**src/hifo_ram.sv**
```systemverilog
// generic single-write, single-read ram with registered read data
// standalone, no package use
`default_nettype none

module hifo_ram #(
	parameter int WIDTH = 16,
	parameter int DEPTH = 16
) (
	input  wire logic                           clk,
	input  wire logic                           we,
	input  wire logic [$clog2(DEPTH)-1:0]       waddr,
	input  wire logic [WIDTH-1:0]               wdata,
	input  wire logic                           re,
	input  wire logic [$clog2(DEPTH)-1:0]       raddr,
	output logic      [WIDTH-1:0]               rdata
);

	logic [WIDTH-1:0] mem [DEPTH];

	always_ff @(posedge clk) begin
		if (we) begin
			mem[waddr] <= wdata;
		end
		if (re) begin
			rdata <= mem[raddr];
		end
	end

endmodule

`default_nettype wire

```
**config.mk**
```make
export PLATFORM = sky130hd
export DESIGN_NAME = hifo_ram
export DESIGN_NICKNAME = d
export VERILOG_FILES = /design/src/hifo_ram.sv
export SDC_FILE = /design/constraint.sdc
export NUM_CORES = 1
export LEC_CHECK = 0
export BUFFER_PORTS_ARGS = -buffer_cell sky130_fd_sc_hd__buf_2
export CAP_MARGIN = 20
export CORE_AREA = 2 2 165 167
export CTS_BUF_LIST = sky130_fd_sc_hd__clkbuf_4 sky130_fd_sc_hd__clkbuf_8 sky130_fd_sc_hd__clkbuf_16
export CTS_CLUSTER_DIAMETER = 120
export DETAILED_ROUTE_END_ITERATION = 6
export DIE_AREA = 0 0 167 169
export PLACE_DENSITY = 0.65
export SYNTH_ARGS = -nofsm -noshare
export SYNTH_HDL_FRONTEND = slang
export SYNTH_SLANG_ARGS = --single-unit
```
**constraint.sdc**
```tcl
create_clock -name clk -period 2.9 [get_ports clk]
set_input_delay 0.145 -clock clk [delete_from_list [all_inputs] [get_ports clk]]
set_output_delay 0.145 -clock clk [all_outputs]
set_load 0.01 [all_outputs]
```
# After elaboration in Yosys (flattened, before gate mapping)
# Memory sizes are Yosys's and may differ from the RTL's. A register that Yosys moved wholly into a read port is not among the register bits.
# Index checks and enable logic that the tools add are counted.
op_classes:
  bitwise_logic: 0
  n_mux: 2
  reduce_logical: 0
  n_div: 0
  eq_ne: 0
  multipliers: 0
  addsub: 0
  shifts: 0
  magnitude_cmp: 0
ops:
  columns: ["op", "n"]
  rows:
  - ["$mux 1", 2]
totals:
  mem_bits_rw: 256
  reg_bits: 0
  memories: 1
  inputBits: 27
  output_inout_bits: 16
  wordCells: 3
  romBits: 0
  latch_bits: 0
mem_list:
  columns: ["memory", "depth", "width", "read_ports", "rd_ports_with_merged_regs", "wr", "line", "text"]
  rows:
  - ["mem", 16, 16, 1, 1, 1, "18", "logic [WIDTH-1:0] mem [DEPTH];"]

# Longest topological paths before layout
logic_depth:
  depth_word: 2
  depth_mapped: 5
  depth_no_buf: 3

# Worst setup path before layout
# No wires, ideal clock.
synth_timing:
  kind: "in2reg"
  start: "input port waddr[2]"
  end: "memory mem[0][0] (enable)"
  required_time_ps: 2491
  slack_ps: 700
  path_buffers: 0
  setup_ps: 409
  cell_stages: 2
  arrival_time_ps: 1791
  path_cell_list: "or3b_2 nor3_1"
synth_lines:
  columns: ["item", "line", "text"]
  rows:
  - ["from (decl)", "11", "input wire logic [$clog2(DEPTH)-1:0] waddr,"]
  - ["to (decl)", "18", null]
# No word-level cell before the write port.

# Worst setup path in the final report
layout_timing:
  start: "input port waddr[2]"
  end: "memory mem[0][12] (enable)"
# No word-level cell before the write port.

==> metrics.yaml <==
cp-start-kind: "primary input"
synthMuxAreaShare_pct: 14.49
layout_min_cycle_time_ns: 1.568
dp.cells: 820
ctsRootBufferMaster: "clkbuf_16"
grt_usage_pct: 15.06
grt_pass1_wl_mm: 31.42
ys_warn_count: 0
grt_pass1_vias: 4815
clk_latency_ns: 0.53
switching_share_pct: 19.41
synthXorXnorAreaFrac_pct: 0
yosys.area_share.adder_pct: 0
setup_viol: 0
postCtsSetupRepairBufs: 0
drive_above_1_share_pct: 33.70
synth_cell_types: 18
cts_resized: 0
worst_hold_path_type: "in -> reg"
power.density_nw_per_um2: 713.3
synth_edf_count: 272
p_clk_share_pct: 43.9
dieArea_um2: 28220
grt_remaining_overflow: 0
cp.buffers_inverters: 2
worst_slew_pin_slew_ns: 0.7719
internal_power_uw: 6979
tritoncts: "built"
ys.flop_type: "edfxtp_1"
worstPathArrival_ns: 1.79
yosysSeqAreaShare_pct: 80.05
fmax_ghz: 0.6378
path_clk_slew_ns: 0.06
place.gp.congestion: 0.7447
port_buffers: 42
rsz0062_at_grt: "false"
synth_seq_cells: 272
ir_drop_v: 0.0003874
drt_pass1_iterations: 4
numClockSinks: 272
cpPeakStageDelay_ns: 0.61
rows: 60
coreArea_um2: 26500
grt_max_degree: 65
synth_cells: 432
postRouteAntennaNets: 0
vias: 4754
synth_compound_area_share_pct: 2.354
die_w_um: 167
crit_chain: "buf_2, or3b_2, nor3_2, buf_4"
slew_violations: 0
rrSetupSlack_ns: 1.48
hold_ws_ns: 0.1455
antenna_found_initial: 0
cp_slowest_cell: "nor3_2"
dp_hpwl_mm: 11.80
num-fill-cells: 2179
relSlewSlack_pct: 48.26
p_comb_share_pct: 4.7
skew_ns: 0.01239
synth.net_count: 459
cp.required_ns: 3.12
hold_viol: 0
synth-simple-area-share_pct: 1.888
end_kind: "flop"
final_cells: 887
fin_setup_tns_ns: 0
drc: 0
place_area_um2: 10990
netlist_area_um2: 10200
cap_violations: 0
status: "completed"
via_per_inst: 5.360
cts_buffers: 28
final_area_um2: 12140
crit_family: "simple AND/OR/NAND/NOR gates"
htreeDepth: 1
cts_buffer_depth: 3
nNetsFinal: 552
leakage_uw: 0.003970
async_reset_ff_share_pct: 0
fin_crit_sh_pct: 54.06
area_delta_synth_final_pct: 18.99
routed_wl_mm: 21.21
cp_max_fo: 10
start_util_pct: 38.50
post_synth.cell_area_avg_um2: 23.62
path_class: "in -> reg"
synth_top_family_by_area: "multiplexers"
drtIter0Drc: 491
p_sw_uw: 1681
pin_count: 43
n_antenna_cell: 0
seqPwrFrac_pct: 51.4
die_h_um: 169
detail_route.wl_per_cell_um: 23.91
total_power_uw: 8660
==> sequential cells by signal, summed over array words and instances (netlist names) <==
name and flops:
mem 256, rdata 16
==> through the flow <==
step / worst slack [ns] / utilization [%]
2_1_floorplan: 0.6999 / -
3_3_place_gp: 0.7493 / 41.47
3_5_place_dp: 0.7410 / 41.47
4_1_cts: 1.293 / 45.82
5_1_grt: 1.257 / 45.82
6_report: 1.332 / 45.82
==> worst paths after layout <==
path                                  start         end  depth (start not counted)
worst max-delay path               waddr[2]  mem[0][12]                          4
worst min-delay path                     re   rdata[11]                          1
worst max register to register    mem[1][1]    rdata[1]                          3
worst min register to register  mem[14][15]   rdata[15]                          3
==> per-layer routing <==
metal | up-vias | part of all wire (%) | GRT usage [%] | wire length [um]
met5 | - | 0 | 0 | 0
met4 | 0 | 1.7 | 3.186 | 368
met3 | 30 | 5.1 | 2.595 | 1076
met2 | 119 | 50 | 25.41 | 10690
met1 | 2562 | 43 | 20.79 | 9074
li1 | 2043 | - | - | -
==> repair_timing <==
action	4_1_cts	5_1_grt
hold buffers	16	0
setup endpoints to repair	0	0
hold endpoints to repair	222	0
==> cell families (layout without fill, tap and decap cells) <==
logic type / count (synthesis) / after routing
multiplexers: 64 / 64
AND/OR/NAND/NOR: 43 / 43
flip-flops: 272 / 272
buffers and inverters: 21 / 135
AO/OA/AOI/OAI: 32 / 32
==> power groups by stage <==
stage | Clock, uW | Sequential (uW) | Combinational (uW)
after floorplan | 0 | 4540 | 215
after global placement | 0 | 4530 | 384
after detailed placement | 0 | 4540 | 396
after CTS | 3860 | 4460 | 414
after global routing | 4030 | 4460 | 441
final | 3800 | 4450 | 406
==> cells in the mapped netlist (2+ instances only) <==
library cell	instances	area share [%]
edfxtp_1	272	80
mux4_2	54	12
a22oi_1	32	2.4
nand2_1	17	0.63
nor2_1	13	0.48
mux4_1	10	2.6
clkbuf_1	8	0.29
buf_6	4	0.44
nor3_1	4	0.20
buf_1	3	0.11
buf_2	3	0.15
buf_4	3	0.22
nand2b_1	2	0.12
nand3b_1	2	0.15
nor2b_1	2	0.12
==> final cells by class <==
cell class                 instances  area, um2  share of cell area (%)
clock inverter                    19      244.0                   2.009
sequential                       272       8168                   67.27
clock buffer                      32      748.2                   6.162
timing repair buffer              84      593.1                   4.885
tap                              341      426.7                   3.514
multi-input combinational        139       1962                   16.16
==> layout by cell type (no fill, tap or decap), drive strengths merged <==
cell / instances
nand3: 1
and2: 1
nor3: 4
nand2b: 2
clkinv: 12
or3b: 1
nand3b: 2
buf: 68
bufinv: 6
edfxtp: 272
nor2b: 2
mux4: 64
clkbuf: 32
nor2: 13
nand2: 17
dlygate4sd3: 16
a22oi: 32
inv: 1
(Power assumes the default switching activity.)
