## config.mk

```make
export PLATFORM = sky130hd
export DESIGN_NAME = hifo_mac
export DESIGN_NICKNAME = d
export VERILOG_FILES = /design/src/hifo_pkg.sv /design/src/hifo_mac.sv
export SDC_FILE = /design/constraint.sdc
export NUM_CORES = 2
export LEC_CHECK = 0
export BUFFER_PORTS_ARGS = -buffer_cell sky130_fd_sc_hd__buf_2
export CAP_MARGIN = 0
export CORE_AREA = 5 5 194 271
export CTS_CLUSTER_DIAMETER = 80
export DETAILED_ROUTE_END_ITERATION = 7
export DIE_AREA = 0 0 199 276
export PLACE_DENSITY = 0.75
export REMOVE_ABC_BUFFERS = 1
export SETUP_SLACK_MARGIN = 0.15
export SLEW_MARGIN = 20
export SYNTH_ARGS = -nofsm -noshare
export SYNTH_HDL_FRONTEND = slang
export SYNTH_SLANG_ARGS = --single-unit
export TNS_END_PERCENT = 20
```

## constraint.sdc

```tcl
create_clock -name clk -period 10.4 [get_ports clk]
set_clock_uncertainty 0.1 [all_clocks]
set_input_delay 1.04 -clock clk [delete_from_list [all_inputs] [get_ports clk]]
set_output_delay 1.04 -clock clk [all_outputs]
set_load 0.01 [all_outputs]
```

## src/hifo_pkg.sv

```systemverilog
// shared types and constants of the harmonic ifft overlap-add synthesizer
// used by hifo_cordic, hifo_mac and the top level; depends on nothing
`default_nettype none

package hifo_pkg;

	localparam int OPA_W  = 34;
	localparam int OPB_W  = 18;
	localparam int PROD_W = OPA_W + OPB_W;
	localparam int ACC_W  = 60;
	localparam int TW_W   = 17;

	localparam logic [1:0] CMD_WIN   = 2'd0;
	localparam logic [1:0] CMD_HARM  = 2'd1;
	localparam logic [1:0] CMD_SYNTH = 2'd2;
	localparam logic [1:0] CMD_READ  = 2'd3;

	localparam logic signed [33:0] CORDIC_X0 = 34'sd652032874;

	typedef struct packed {
		logic signed [OPA_W-1:0] op_a;
		logic signed [OPB_W-1:0] op_b;
		logic                    accum;
		logic                    negate;
	} mac_ctrl_t;

	// arctangent of 2^-i in 2^32 units per turn
	function automatic logic [29:0] cordic_atan(input logic [3:0] i);
		logic [29:0] r;
		case (i)
			4'd0:    r = 30'd536870912;
			4'd1:    r = 30'd316933406;
			4'd2:    r = 30'd167458907;
			4'd3:    r = 30'd85004756;
			4'd4:    r = 30'd42667331;
			4'd5:    r = 30'd21354465;
			4'd6:    r = 30'd10679838;
			4'd7:    r = 30'd5340245;
			4'd8:    r = 30'd2670163;
			4'd9:    r = 30'd1335087;
			4'd10:   r = 30'd667544;
			4'd11:   r = 30'd333772;
			4'd12:   r = 30'd166886;
			4'd13:   r = 30'd83443;
			4'd14:   r = 30'd41722;
			default: r = 30'd20861;
		endcase
		return r;
	endfunction

endpackage

`default_nettype wire

```

## src/hifo_mac.sv

```systemverilog
// shared multiplier with registered product and accumulator
// depends on hifo_pkg (mac_ctrl_t and widths)
`default_nettype none

module hifo_mac (
	input  wire logic                                  clk,
	input  wire logic                                  arst_n,
	input  wire hifo_pkg::mac_ctrl_t                   ctrl,
	input  wire logic                                  clear,
	output logic signed [hifo_pkg::PROD_W-1:0]         prod_s1,
	output logic signed [hifo_pkg::ACC_W-1:0]          acc_q
);

	logic                                  accum_s1, neg_s1;
	logic signed [hifo_pkg::ACC_W-1:0]     prod_ext;

	always_comb begin
		prod_ext = $signed({{(hifo_pkg::ACC_W - hifo_pkg::PROD_W){prod_s1[hifo_pkg::PROD_W-1]}},
			prod_s1});
	end

	always_ff @(posedge clk or negedge arst_n) begin
		if (!arst_n) begin
			prod_s1  <= '0;
			accum_s1 <= 1'b0;
			neg_s1   <= 1'b0;
			acc_q    <= '0;
		end else begin
			prod_s1  <= $signed(ctrl.op_a) * $signed(ctrl.op_b);
			accum_s1 <= ctrl.accum;
			neg_s1   <= ctrl.negate;
			if (clear) begin
				acc_q <= '0;
			end else if (accum_s1) begin
				acc_q <= neg_s1 ? acc_q - prod_ext : acc_q + prod_ext;
			end
		end
	end

endmodule

`default_nettype wire

```

=== Word level (Yosys, flattened, before mapping) ===
Index checks and enable logic that the tools add are counted.

* Flip-flop bits (word level): 114
* Input bits: 57
* Output and inout port bits: 112
* Word-level logic and storage cells: 11

* Add/subtract/negate cells: 2
* Multipliers: 1
* Muxes and demuxes: 3
* Reduce and logical (&&, ||, !) cells: 1

{| class="wikitable"
|+ Operators with widths
! operator !! number
|-
| two-way mux 60 bit || 3
|-
| adder 60 x 52 -> 60 bit || 1
|-
| subtractor 60 x 52 -> 60 bit || 1
|-
| multiplier 34 x 18 -> 52 bit || 1
|-
| nonzero test 2 bit || 1
|}

=== Depth between registers and ports, before layout ===
* Depth after elaboration: 4
* Depth in mapped cells: 25

=== Worst setup path after synthesis ===
Ideal clock, no wire load.

* Path kind: input to register
* Start: input port ctrl[37] in the netlist's numbering
* End: register prod_s1[51] in the netlist's numbering
* Data arrival time: 6.833 ns
* Data required time: 10.157 ns
* Path slack: 3.323 ns
* Stages on the path: 22
* Cells stage by stage: clkbuf_1 -> clkbuf_1 -> nand2_1 -> fa_1 -> inv_1 -> fa_1 -> fa_1 -> fa_1 -> fa_1 -> inv_1 -> fa_1 -> inv_1 -> ha_1 -> clkbuf_1 -> a21oi_1 -> o21ai_0 -> a221o_1 -> nor4b_2 -> a211o_1 -> a21oi_1 -> o41ai_1 -> o211ai_1

* Cells in the longest elaborated chain, start to end: 1

{| class="wikitable"
|+ Ends and longest elaborated chain
! element !! RTL line !! text
|-
| from (decl) || hifo_mac.sv:8 || <nowiki>input wire hifo_pkg::mac_ctrl_t ctrl,</nowiki>
|-
| multiplier 34 x 18 -> 52 bit || hifo_mac.sv:29 || <nowiki>prod_s1 <= $signed(ctrl.op_a) * $signed(ctrl.op_b);</nowiki>
|-
| to (signal assigned) || hifo_mac.sv:29 ||
|-
| to (decl) || hifo_mac.sv:10 || <nowiki>output logic signed [hifo_pkg::PROD_W-1:0] prod_s1,</nowiki>
|}

No other way between the ends.
A chain may end at the register's enable or synchronous reset.

=== Final worst setup path ===
* Start: input port ctrl[19] in the netlist's numbering
* End: register prod_s1[49] in the netlist's numbering

The elaborated chain is that of the path after synthesis.

==> out/summary.txt <==
Fin crit period = 7.62 ns
Initial antenna violation count = 0
CP max FO = 20
Placed cell count = 4,035
Final wirelength = 79.8 mm
Main combinational cell family by area after synthesis = adder cells
CTS buffer count = 17
Critical path class = in2reg
Register bit total from synthesis = 114
Async set-or-reset flop fraction in the synthesized netlist = 100%
DIE AREA = 0.0549 sq mm
Clk Latency, worst-skew pair = 0.42 ns
Slew @ Worst Pin = 0.955 ns
Fill cell count = 4,390
Reg area = 0.00286 sq mm
Ys Warns = 0
Initial Util = 59.2%
DR DRC count = 0
Max Cap Viol = 0
First-pass GRT wire length = 132 mm
Detailed-route via count = 23,300
Post-DR wirelength/cell = 19.6 um
First drt pass iteration count = 5
Largest net degree at the start of global routing = 66
Yosys top cell area share = 39.8%
CP startpoint kind = primary input
CTS tree = done
I/O Buffers = 168
Status = complete, no violations
Fmax = 131 MHz
Die height = 276 um
# rows = 97
TNS Setup = 0 ns
Cell area after synthesis = 0.0295 sq mm
Max Buffers Root-to-Sink = 2
Arrival time at the worst endpoint = 7.86 ns
Yosys top cell by area = fa_1
Setup crit end kind = flop
All-layer global routing usage = 30.0%
I/O Pins = 169
Dominant cells by area after synthesis = fa_1 40%, dfrtp_1 9.7%, inv_1 8.9%, ha_1 7.9%, nand2_1 5.6%
Sequential area share after synthesis = 9.69%
Share of cells above drive strength 1 = 6.86%
Fin crit share = 73.2%
Simple-gate portion of the synthesized area = 16.9%
Worst EP required = 10.64 ns
Rel. slew slack = 36.4%
Core Area = 0.0498 sq mm
Via-to-Cell Ratio = 5.74
CTS Sinks = 114
Area of the multi-input gates = 0.0234 sq mm
Hold buffers post-CTS = 0
Setup violators final = 0
Vias in the first global route = 25,600
RSZ-0062 raised after global routing = false
Cell count after synthesis = 3,366
Post-synthesis mux area share = 1.07%
Post-synth EDFFs = 0
CTS resizes = 0
Die W = 199 um
Adder-cell share of the synthesized area = 47.7%
Yosys cell types = 82
H-tree levels = 4
Final cell count without fillers = 4,068
Final Hold Vio Count = 0
Clock slew at reported path FFs = 0.06 ns
Gr ovfl total = 0
Area share of xor/xnor cells in the synthesized design = 4.07%
GPL Wtd Cong = 0.927
Clk root buf = clkbuf_16
Final nets = 4,239
Area Overhead vs Synth = 5.98%
DP Wirelength = 62.2 mm
Compound-cell area share of the yosys netlist = 9.68%
Min-Delay Path Class = reg2reg
Antenna viol nets, final = 0
Ys flop type = dfrtp_1
Post-CTS setup buffers = 0
Initial drt markers = 1,479
Max Slew Vio Count = 0
Synthesized area per cell = 8.75 sq um
==> synth_stat cells, drive strengths merged (36+ instances only) <==
| cell | n |
|---|---|
| inv | 697 |
| fa | 586 |
| nand2 | 439 |
| and2 | 250 |
| ha | 185 |
| a21oi | 169 |
| nor2 | 154 |
| clkbuf | 142 |
| dfrtp | 114 |
| xnor2 | 114 |
| o21ai | 63 |
| a21o | 57 |
| nor3 | 36 |
==> path summary, 6_finish.rpt <==
kind                             from     endpoint  slack, ns  cells after the start
hold reg to reg             acc_q[58]    acc_q[58]       0.43                      1
setup reg to reg           prod_s1[4]    acc_q[59]       5.01                     19
setup / recovery             ctrl[19]  prod_s1[49]       2.78                     21
max in group asynchronous      arst_n       neg_s1       8.35                      2
min in group asynchronous      arst_n     acc_q[3]       0.56                      1
hold / removal              acc_q[58]    acc_q[58]       0.43                      1
==> area by class of cell <==
class                   count  area share [%]
flip-flops and latches    114            9.15
diodes                      1         0.00802
clock inverters             9           0.489
well taps                 643            2.58
clock buffers              23            1.56
repair buffers            175            2.87
inverters                 697            8.38
multi-input cells        2406            75.0
==> per-layer routing <==
metal	track usage, %	wire length [um]	up-vias
met1	35.6	28700	11800
met2	53.8	41700	899
li1	-	-	10400
met5	0	0	-
met4	13.1	3970	0
met3	4.04	5400	244
==> per-stage QoR <==
stage	setup slack (ns)	util [%]	area, sq um	hold slack [ns]
after CTS	2.79	62.7	31200	0.431
after global routing	2.42	62.7	31200	0.468
final	2.78	62.7	31200	0.431
after detailed placement	2.38	61.4	30600	0.416
after global placement	2.41	61.4	30600	0.423
after floorplan	3.59	-	28900	0.439
==> cells by family after synthesis <==
family	after synthesis
compound gates	438
xor+xnor	137
fa+ha+maj	771
buf+inv	846
flops	114
mux	30
simple gates	1030
==> state kept, by name (all words and copies together), names as in the netlist <==
register  cells
acc_q        60
prod_s1      52
accum_s1      1
neg_s1        1
==> worst max-delay path: stages <==
cell,delay [ns]
buf_2,0.20
inv_1,0.38
buf_4,0.39
nor2_1,0.12
fa_1,0.54
fa_1,0.45
fa_1,0.52
fa_1,0.43
fa_1,0.49
inv_1,0.05
fa_1,0.50
inv_1,0.05
ha_1,0.37
a21oi_1,0.32
nand2_1,0.10
a221o_1,0.35
nor4b_2,0.43
a211o_1,0.24
a21oi_1,0.14
o41ai_1,0.49
a21boi_0,0.22
==> cell usage in the layout (no fill, tap or decap), drive strengths merged, types with 23 or more instances in the layout <==
| cell | Yosys | routed |
|---|---|---|
| inv | 697 | 697 |
| fa | 586 | 586 |
| nand2 | 439 | 439 |
| and2 | 250 | 250 |
| ha | 185 | 185 |
| buf | 6 | 175 |
| a21oi | 169 | 169 |
| nor2 | 154 | 154 |
| xnor2 | 114 | 114 |
| dfrtp | 114 | 114 |
| o21ai | 63 | 63 |
| a21o | 57 | 57 |
| nor3 | 36 | 36 |
| mux2i | 29 | 29 |
| nand3 | 28 | 28 |
| xor2 | 23 | 23 |
| clkbuf | 142 | 23 |
Power is left out: the tool's default activity adds up to more than one toggle a clock period on the data nets, which glitch-free logic cannot reach.
