===== config.mk =====
export PLATFORM = sky130hd
export DESIGN_NAME = hifo_cordic
export DESIGN_NICKNAME = d
export VERILOG_FILES = /design/src/hifo_pkg.sv /design/src/hifo_cordic.sv
export SDC_FILE = /design/constraint.sdc
export NUM_CORES = 1
export LEC_CHECK = 0
export CAP_MARGIN = 20
export CORE_ASPECT_RATIO = 0.5
export CORE_MARGIN = 2
export CORE_UTILIZATION = 65
export CTS_BUF_LIST = sky130_fd_sc_hd__clkbuf_16
export CTS_CLUSTER_DIAMETER = 50
export CTS_CLUSTER_SIZE = 28
export DETAILED_ROUTE_END_ITERATION = 7
export DONT_BUFFER_PORTS = 1
export PLACE_DENSITY = 0.81
export SLEW_MARGIN = 0
export SYNTH_ARGS = -nofsm -noshare
export SYNTH_HDL_FRONTEND = slang
export SYNTH_SLANG_ARGS = --single-unit

===== constraint.sdc =====
create_clock -name clk -period 8.73 [get_ports clk]
set_clock_uncertainty 0.05 [all_clocks]
set_input_delay 1.3095 -clock clk [delete_from_list [all_inputs] [get_ports clk]]
set_output_delay 1.3095 -clock clk [all_outputs]
set_load 0.005 [all_outputs]

===== src/hifo_pkg.sv =====
// shared types and constants of the harmonic ifft overlap-add synthesizer
// used by hifo_cordic, hifo_mac and the top level; depends on nothing
`default_nettype none

package hifo_pkg;

	localparam int OPA_W  = 34;
	localparam int OPB_W  = 18;
	localparam int PROD_W = OPA_W + OPB_W;
	localparam int ACC_W  = 60;
	localparam int TW_W   = 17;

	localparam logic [1:0] CMD_WIN   = 2'd0;
	localparam logic [1:0] CMD_HARM  = 2'd1;
	localparam logic [1:0] CMD_SYNTH = 2'd2;
	localparam logic [1:0] CMD_READ  = 2'd3;

	localparam logic signed [33:0] CORDIC_X0 = 34'sd652032874;

	typedef struct packed {
		logic signed [OPA_W-1:0] op_a;
		logic signed [OPB_W-1:0] op_b;
		logic                    accum;
		logic                    negate;
	} mac_ctrl_t;

	// arctangent of 2^-i in 2^32 units per turn
	function automatic logic [29:0] cordic_atan(input logic [3:0] i);
		logic [29:0] r;
		case (i)
			4'd0:    r = 30'd536870912;
			4'd1:    r = 30'd316933406;
			4'd2:    r = 30'd167458907;
			4'd3:    r = 30'd85004756;
			4'd4:    r = 30'd42667331;
			4'd5:    r = 30'd21354465;
			4'd6:    r = 30'd10679838;
			4'd7:    r = 30'd5340245;
			4'd8:    r = 30'd2670163;
			4'd9:    r = 30'd1335087;
			4'd10:   r = 30'd667544;
			4'd11:   r = 30'd333772;
			4'd12:   r = 30'd166886;
			4'd13:   r = 30'd83443;
			4'd14:   r = 30'd41722;
			default: r = 30'd20861;
		endcase
		return r;
	endfunction

endpackage

`default_nettype wire


===== src/hifo_cordic.sv =====
// iterative 16-step cordic giving q1.15 cosine and sine of a 32-bit turn angle
// depends on hifo_pkg (arctangent table, start gain)
`default_nettype none

module hifo_cordic (
	input  wire logic               clk,
	input  wire logic               arst_n,
	input  wire logic               start,
	input  wire logic [31:0]        angle,
	output logic                    done,
	output logic signed [16:0]      cos_val,
	output logic signed [16:0]      sin_val
);

	logic signed [33:0] x_q, y_q, z_q;
	logic [3:0]         it_q;
	logic               run_q, done_q, neg_q;

	logic [31:0]        quad_sum, z0;
	logic               fold;
	logic signed [33:0] dx, dy, at;
	logic signed [33:0] xr, yr, xf, yf;

	always_comb begin
		quad_sum = angle + 32'h4000_0000;
		fold     = quad_sum[31];
		z0       = fold ? angle + 32'h8000_0000 : angle;
		dx       = y_q >>> it_q;
		dy       = x_q >>> it_q;
		at       = $signed({4'b0, hifo_pkg::cordic_atan(it_q)});
		xr       = (x_q + 34'sd16384) >>> 15;
		yr       = (y_q + 34'sd16384) >>> 15;
		xf       = neg_q ? -xr : xr;
		yf       = neg_q ? -yr : yr;
		cos_val  = xf[16:0];
		sin_val  = yf[16:0];
		done     = done_q;
	end

	always_ff @(posedge clk or negedge arst_n) begin
		if (!arst_n) begin
			x_q    <= '0;
			y_q    <= '0;
			z_q    <= '0;
			it_q   <= '0;
			run_q  <= 1'b0;
			done_q <= 1'b0;
			neg_q  <= 1'b0;
		end else begin
			done_q <= 1'b0;
			if (start) begin
				x_q   <= hifo_pkg::CORDIC_X0;
				y_q   <= '0;
				z_q   <= $signed({{2{z0[31]}}, z0});
				neg_q <= fold;
				it_q  <= '0;
				run_q <= 1'b1;
			end else if (run_q) begin
				if (!z_q[33]) begin
					x_q <= x_q - dx;
					y_q <= y_q + dy;
					z_q <= z_q - at;
				end else begin
					x_q <= x_q + dx;
					y_q <= y_q - dy;
					z_q <= z_q + at;
				end
				it_q <= it_q + 4'd1;
				if (it_q == 4'd15) begin
					run_q  <= 1'b0;
					done_q <= 1'b1;
				end
			end
		end
	end

	property p_done_after_run;
		@(posedge clk) disable iff (!arst_n) (run_q && it_q == 4'd15 && !start) |=> done_q;
	endproperty
	a_done_after_run: assert property (p_done_after_run) else $error("cordic done missing");

	property p_done_alone;
		@(posedge clk) disable iff (!arst_n) done_q |-> !run_q;
	endproperty
	a_done_alone: assert property (p_done_alone) else $error("cordic done while running");

	property p_no_restart;
		@(posedge clk) disable iff (!arst_n) $rose(run_q) |=> (it_q == 4'd1 || start);
	endproperty
	a_no_restart: assert property (p_no_restart) else $error("cordic step count broken");

endmodule

`default_nettype wire


* After elaboration in Yosys (flattened, before gate mapping)
Memory sizes are Yosys's and may differ from the RTL's.
Cells that the tools add are included.
** Operators by class
- Reduce and logical (&&, ||, !) cells :: 1
- Mux-type cells :: 20
- Eq/ne operators :: 1
- Add/sub/neg operators :: 13
- Shifts and indexed selects :: 2
** Operators with widths (number)
- $mux 34 :: 9
- $add 34x34->34 :: 2
- $sshr 34x4->34 :: 2
- $sub 34x34->34 :: 2
- $add 32x16->32 const B :: 2
- $add 34x31->34 :: 1
- $mux 17 :: 2
- $neg 17->17 :: 2
- $sub 34x31->34 :: 1
- $add 32x31->32 const B :: 1
- $add 32x32->32 const B :: 1
- $mux 32 :: 1
- $mux 4 :: 2
- $mux 1 :: 6
- $add 4x1->4 const B :: 1
- $eq 4x4->1 const B :: 1
- $reduce_bool 2->1 :: 1
** Word-level totals
- Bits in read-only memories :: 480
- Memories :: 1
- Logic and storage cells :: 45
- Output and inout port bits :: 35
- Bits in registers :: 109
- Bits of input ports :: 35
** Memories
- (name not given) :: words 16, bits a word 30, rd ports 1, clocked after memory_dff 0, wr ports 0, line hifo_pkg.sv:30 : case (i)

* Longest topological paths before layout
- Depth in word-level cells :: 5
- Gate-level depth with buffers :: 27
- Gate-level depth less buffers :: 22

* Worst setup path after synthesis
Ideal clock, no wire load.
- Path type :: flip-flop to flip-flop
- Start point :: register it_q[1]
- End point :: register z_q[33]
- Stages on the path, launching flop included :: 28
- Required time :: 8.615 ns
- Library setup time :: 0.065 ns
- Path slack :: 2.766 ns
- Arrival :: 5.849 ns
- Path buffers :: 5
- Period minus slack after synthesis :: 5.964 ns
- Cells stage by stage :: dfrtp_1 -> inv_1 -> buf_2 -> buf_2 -> buf_1 -> clkbuf_1 -> ha_1 -> clkbuf_1 -> nand2_1 -> o211ai_1 -> o31ai_1 -> nor3b_1 -> nor3b_1 -> nand2_1 -> nor2_1 -> a21oi_1 -> xor2_1 -> ha_1 -> a21o_1 -> a21o_1 -> a21oi_1 -> o21ai_0 -> nor3_1 -> a21oi_1 -> a31o_2 -> a221o_1 -> a2111o_1 -> nand2_1
** On the way
- Word-level cells in the longest chain between the ends :: 5
- Elaborated cells between the ends (all ways) :: 6
- Those cells by class :: 2 x add/sub; 3 x mux; 1 x memory
** Ends and longest elaborated chain
- from (decl) :: line hifo_cordic.sv:16 : logic [3:0] it_q;
- from (signal assigned) :: line hifo_cordic.sv:68 : it_q <= it_q + 4'd1;
- $mem_v2 16x30 *
- $sub 34x31->34 or $add 34x31->34 (tied branches) :: line hifo_cordic.sv:62, hifo_cordic.sv:66
- $mux 34 * :: line hifo_cordic.sv:59 : if (!z_q[33]) begin
- $mux 34 * :: line hifo_cordic.sv:58 : end else if (run_q) begin
- $mux 34 * :: line hifo_cordic.sv:51 : if (start) begin
- to (signal assigned) :: line hifo_cordic.sv:54 : z_q <= $signed({{2{z0[31]}}, z0});
- to (signal assigned) :: line hifo_cordic.sv:62 : z_q <= z_q - at;
- to (signal assigned) :: line hifo_cordic.sv:66 : z_q <= z_q + at;
- to (decl) :: line hifo_cordic.sv:15 : logic signed [33:0] x_q, y_q, z_q;
Every way passes the cells marked *; elsewhere a longest branch is shown, timed or not. The select of a mux whose other input is x is not followed.
A chain may end at the register's enable or synchronous reset.

* Worst setup path in the final report
- Start point :: register it_q[3]
- End point :: register y_q[33]
** On the way
- Word-level cells in the longest chain between the ends :: 5
- Elaborated cells between the ends (all ways) :: 6
- Those cells by class :: 2 x add/sub; 1 x shift; 3 x mux
** Ends and longest elaborated chain
- $sshr 34x4->34 * :: line hifo_cordic.sv:29 : dy = x_q >>> it_q;
- $add 34x34->34 or $sub 34x34->34 (tied branches) :: line hifo_cordic.sv:61, hifo_cordic.sv:65
- $mux 34 * :: line hifo_cordic.sv:59
- $mux 34 * :: line hifo_cordic.sv:58
- $mux 34 * :: line hifo_cordic.sv:51
- to (signal assigned) :: line hifo_cordic.sv:61 : y_q <= y_q + dy;
- to (signal assigned) :: line hifo_cordic.sv:65 : y_q <= y_q - dy;
- to (decl) :: line hifo_cordic.sv:15
Marked as above.

==> metrics list <==
- The run finished with clean final reports.
- Setup TNS Final: 0 ns
- CP peak stage delay: 0.96 ns
- In this run the vertical extent of the chip is 118.7 µm.
* Required time worst endpoint: 8.95 ns
- Registers are responsible for 14.9% of the overall power.
- The signal on the critical path passes through buf_4 -> mux2i_1 -> nor2_1 -> a2111oi_0 -> a32o_1 -> nand2_1 -> or3b_2 -> nor3_1 -> a21oi_1 -> xnor2_1 -> ha_1 -> nand3_1 -> nor3_1 -> nand2_1 -> a21oi_1 -> nor2_1 -> o211ai_1 -> a21oi_1 -> mux2i_1 -> mux2_1.
- At the pin with the least slew margin, the transition time is 1.048 ns.
- Clock-pin slew on the worst setup and hold paths: 0.08 ns
- The number of clock buffers added by TritonCTS is 9.
* Net count of the finished layout: 2176
- Post-route setup slack: 1.461 ns
- Counting the fill cells in the layout gives 2183.
- Library cells used by synthesis: 85
* Worst hold slack: 0.4829 ns
- After floorplanning, the core was sized to cover 25550 µm².
- The worst path in the final design needs a cycle of 7.269 ns, including I/O delays and setup.
* Last element of the critical path: y_q[33]
- Counting every sink on the clock net gives 109.
- The number of gates resized after CTS was 0.
- The die covers 27700 µm².
- Global routing consumed, over all layers together, 36.86% of the routing resources.
- Clk root buf: sky130_fd_sc_hd__clkbuf_16
- Switching share of power: 52.03%
- Met2 track demand over resource in global routing: 53.28%
* Final number of max-transition violations: 0
- Post-CTS Setup Bufs: 0
- Most common cell type on the critical path: sky130_fd_sc_hd__a21oi_1
- CTS tree: built
- Global routing consumed, on the met1 layer, 51.45% of the routing resources.
- The first detailed-routing pass ran for 6 iterations.
- The number of global-route vias before repair came to 15290.
* Headroom to the max-slew limit: 30.09%
- Setup repair after global routing left no endpoint under its margin.
- Clock latency reported for the late side of the worst-skew pair: 0.39 ns
* Number of enable-type register cells in the synthesized netlist: 0
- GP Congestion: 1.016
- For this run, the number of Yosys warnings is 0.
- Tightest Hold Check Type: flop to flop
- Diode insertion count for antenna repair: 0
- Relative to the synthesized area, the layout overhead comes to 1.836%.
- The worst setup path is launched from a flop.
- The number of placed instances, taps included, is 2354.
- Syn Inst Count: 2136
- Final Hold Fails: 0
- Once layout is complete, the utilization of the core stands at 68.18%.
* Net Count, Synth: 2291
- FF-to-FF setup slack: 1.46 ns
* Number of cells traversed by the worst register-to-register path: 20
- Counting buffers and inverters, the worst setup path is 20 cells deep.
* Per-cell via count in the routed design: 6.987
- In this run the remaining antenna-violating nets after routing total 0.
- The floorplan step set the die width to 233.4 µm.
* Gate family responsible for the most delay along the worst path: simple AND/OR/NAND/NOR gates
- After layout, the worst path uses 83.27% of the clock period.
* Mapped Area: 17100 µm²
* Number of levels in the clock H-tree: 3
- 70 I/O pins were placed.
* Static leakage: 7.623 nW
- # DRC: 0
* FFs w/ async S/R, synth: 100.0%
- Sequential cells were found to cover 15.95% of the synthesized design area.
- Maximum fanout count along the critical path: 69
- Once layout is complete, the cells apart from fillers number 2370.
- Library cell occupying the most area in the post-synthesis netlist: sky130_fd_sc_hd__dfrtp_1
- The share of synthesized area in the top cell type comes to 15.95%.
- Capture point of the worst reg-to-reg path: y_q[33]
- Max Cap Violations: 0
- Int Pwr: 4.131 mW
- Detailed placement ended at an HPWL of 36890 µm.
* Detail-routed net length per standard cell: 21.54 µm
* Count of hold buffers inserted by post-cts repair: 0
- Via Count: 16560
* Final setup violating endpoints: 0
- Row count: 41
* Mean Syn Cell Area: 8.007 µm²
- Timing would allow up to 0.1376 GHz.
- The number of buffers and inverters on the critical path is 1.
* Initial antenna violation count: 0
- Buffers placed on the I/O ports in this run total 0.
- No sink is reached through more buffers than the 2 on the longest clock path.
- Sorting the synthesized cells by area gives the leading types as sky130_fd_sc_hd__dfrtp_1 16%, sky130_fd_sc_hd__ha_1 8.6%, sky130_fd_sc_hd__mux4_2 8.0%.
* First-pass GRT wire length: 81590 µm
- Ratio of total power to cell area: 494.5 nW/µm²
- Wires add up to 51050 µm.
* Slowest cell on crit path: sky130_fd_sc_hd__dfrtp_4
* Number of DRC markers in iteration 0: 1929
* Worst r2r src: it_q[3]
* Proportion of power drawn by combinational gates: 79.2%
* Total overflow reported by the global router: 0
- OpenSTA, run right after detailed placement, puts the worst setup slack at 1.841 ns.
- The initial utilization of the core area, before any placement, comes to 66.95%.
* Busiest metal layer after global routing: met2
- Maximum number of pins on one net before global-route repair: 125
* Worst VDD drop: 0.0002638 V
* Net switching power figure: 4.481 mW
* Beginning of the critical path: it_q[3]
* Critical path class: flop to flop
- Part of the total power dissipated in the clock network: 6.0%
- Cells with a size suffix above 1 make up 8.144% of the layout.
- The synthesized design contains 109 register bits.
* Grt met3 use: 9.894%
- The worst setup path is captured at a flop.
- Dominant synthesized flop cell: sky130_fd_sc_hd__dfrtp_1
- Data arrives at the worst endpoint at 7.49 ns.
## per-layer routing
metal | up-vias | wire (µm)
met4 | 0 | 2257
met2 | 905 | 21150
li1 | 7640 | -
met5 | - | 0
met3 | 162 | 5924
met1 | 7852 | 21720
## worst reg2reg max path, stage by stage (launching register included)
cell and delay [ns]:
sky130_fd_sc_hd__dfrtp_4 0.96, sky130_fd_sc_hd__buf_4 0.71, sky130_fd_sc_hd__mux2i_1 0.55, sky130_fd_sc_hd__nor2_1 0.11
sky130_fd_sc_hd__a2111oi_0 0.70, sky130_fd_sc_hd__a32o_1 0.28, sky130_fd_sc_hd__nand2_1 0.12, sky130_fd_sc_hd__or3b_2 0.53
sky130_fd_sc_hd__nor3_1 0.52, sky130_fd_sc_hd__a21oi_1 0.18, sky130_fd_sc_hd__xnor2_1 0.18, sky130_fd_sc_hd__ha_1 0.37
sky130_fd_sc_hd__nand3_1 0.14, sky130_fd_sc_hd__nor3_1 0.33, sky130_fd_sc_hd__nand2_1 0.10, sky130_fd_sc_hd__a21oi_1 0.33
sky130_fd_sc_hd__nor2_1 0.14, sky130_fd_sc_hd__o211ai_1 0.26, sky130_fd_sc_hd__a21oi_1 0.10, sky130_fd_sc_hd__mux2i_1 0.16
sky130_fd_sc_hd__mux2_1 0.33
## per-stage QoR
| stage | total power [mW] | cell area, µm² |
|---|---|---|
| floorplan | 6.607 | 17100 |
| global placement | 7.743 | 17060 |
| detailed placement | 7.883 | 17060 |
| CTS | 8.452 | 17420 |
| global route | 9.406 | 17420 |
| finish | 8.612 | 17420 |
## synth_stat cells (39+ instances only)
library cell	count
sky130_fd_sc_hd__nor2_1	194
sky130_fd_sc_hd__nand2_1	185
sky130_fd_sc_hd__a21oi_1	175
sky130_fd_sc_hd__xnor2_1	151
sky130_fd_sc_hd__ha_1	117
sky130_fd_sc_hd__mux2i_1	110
sky130_fd_sc_hd__dfrtp_1	109
sky130_fd_sc_hd__o21ai_0	108
sky130_fd_sc_hd__clkbuf_1	90
sky130_fd_sc_hd__xor2_1	75
sky130_fd_sc_hd__a21o_1	69
sky130_fd_sc_hd__mux4_2	61
sky130_fd_sc_hd__inv_1	52
sky130_fd_sc_hd__nand3_1	49
sky130_fd_sc_hd__nor3_1	44
sky130_fd_sc_hd__a31oi_1	39
## worst min path at each step
stage / cells after the start / startpoint / endpoint
floorplan: 2 / z_q[18] / z_q[18]
global placement: 2 / z_q[22] / z_q[22]
detailed placement: 2 / z_q[26] / z_q[26]
CTS: 2 / z_q[26] / z_q[26]
global route: 1 / z_q[27] / z_q[27]
finish: 2 / z_q[26] / z_q[26]
## layout by cell type (no fill, tap or decap), drive strengths merged, types with 69 or more instances in the layout
| master | n |
|---|---|
| nor2 | 194 |
| nand2 | 185 |
| a21oi | 176 |
| xnor2 | 151 |
| ha | 117 |
| mux2i | 110 |
| o21ai | 110 |
| dfrtp | 109 |
| xor2 | 75 |
| a21o | 69 |
## power groups by stage
stage	registers, mW	clock network (mW)	logic (mW)
2_1_floorplan	0.905	0	5.70
3_3_place_gp	1.24	0	6.50
3_5_place_dp	1.24	0	6.64
4_1_cts	1.24	0.519	6.70
5_1_grt	1.29	0.537	7.58
6_report	1.28	0.513	6.82
## registers in the layout, indices dropped and copies added, names as in the netlist
name	cells
x_q	34
y_q	34
neg_q	1
done	1
it_q	4
run_q	1
z_q	34
## logic make-up (layout without fill, tap and decap cells)
kind of cell	count (synthesis)	count (layout)	share of synthesized area, %
DFF	109	109	15.95
adders and majority gates	120	120	8.911
and+or+nand+nor	664	664	18.57
xor gates and xnor gates	226	226	11.57
AOI/OAI and AO/OA	604	604	22.94
muxes	211	211	17.10
buffers and inverters	202	92	4.960
## layout make-up
| class | instances | area (µm²) | area share, % |
|---|---|---|---|
| inverters | 56 | 210.2 | 1.207 |
| well taps | 344 | 430.4 | 2.471 |
| clock inverters | 7 | 131.4 | 0.7543 |
| multi-input cells | 1825 | 13530 | 77.67 |
| flip-flops and latches | 109 | 2743 | 15.75 |
| repair buffers | 20 | 150.1 | 0.8621 |
| clock buffers | 9 | 225.2 | 1.293 |
No activity file was read; power rests on OpenSTA's default activity.
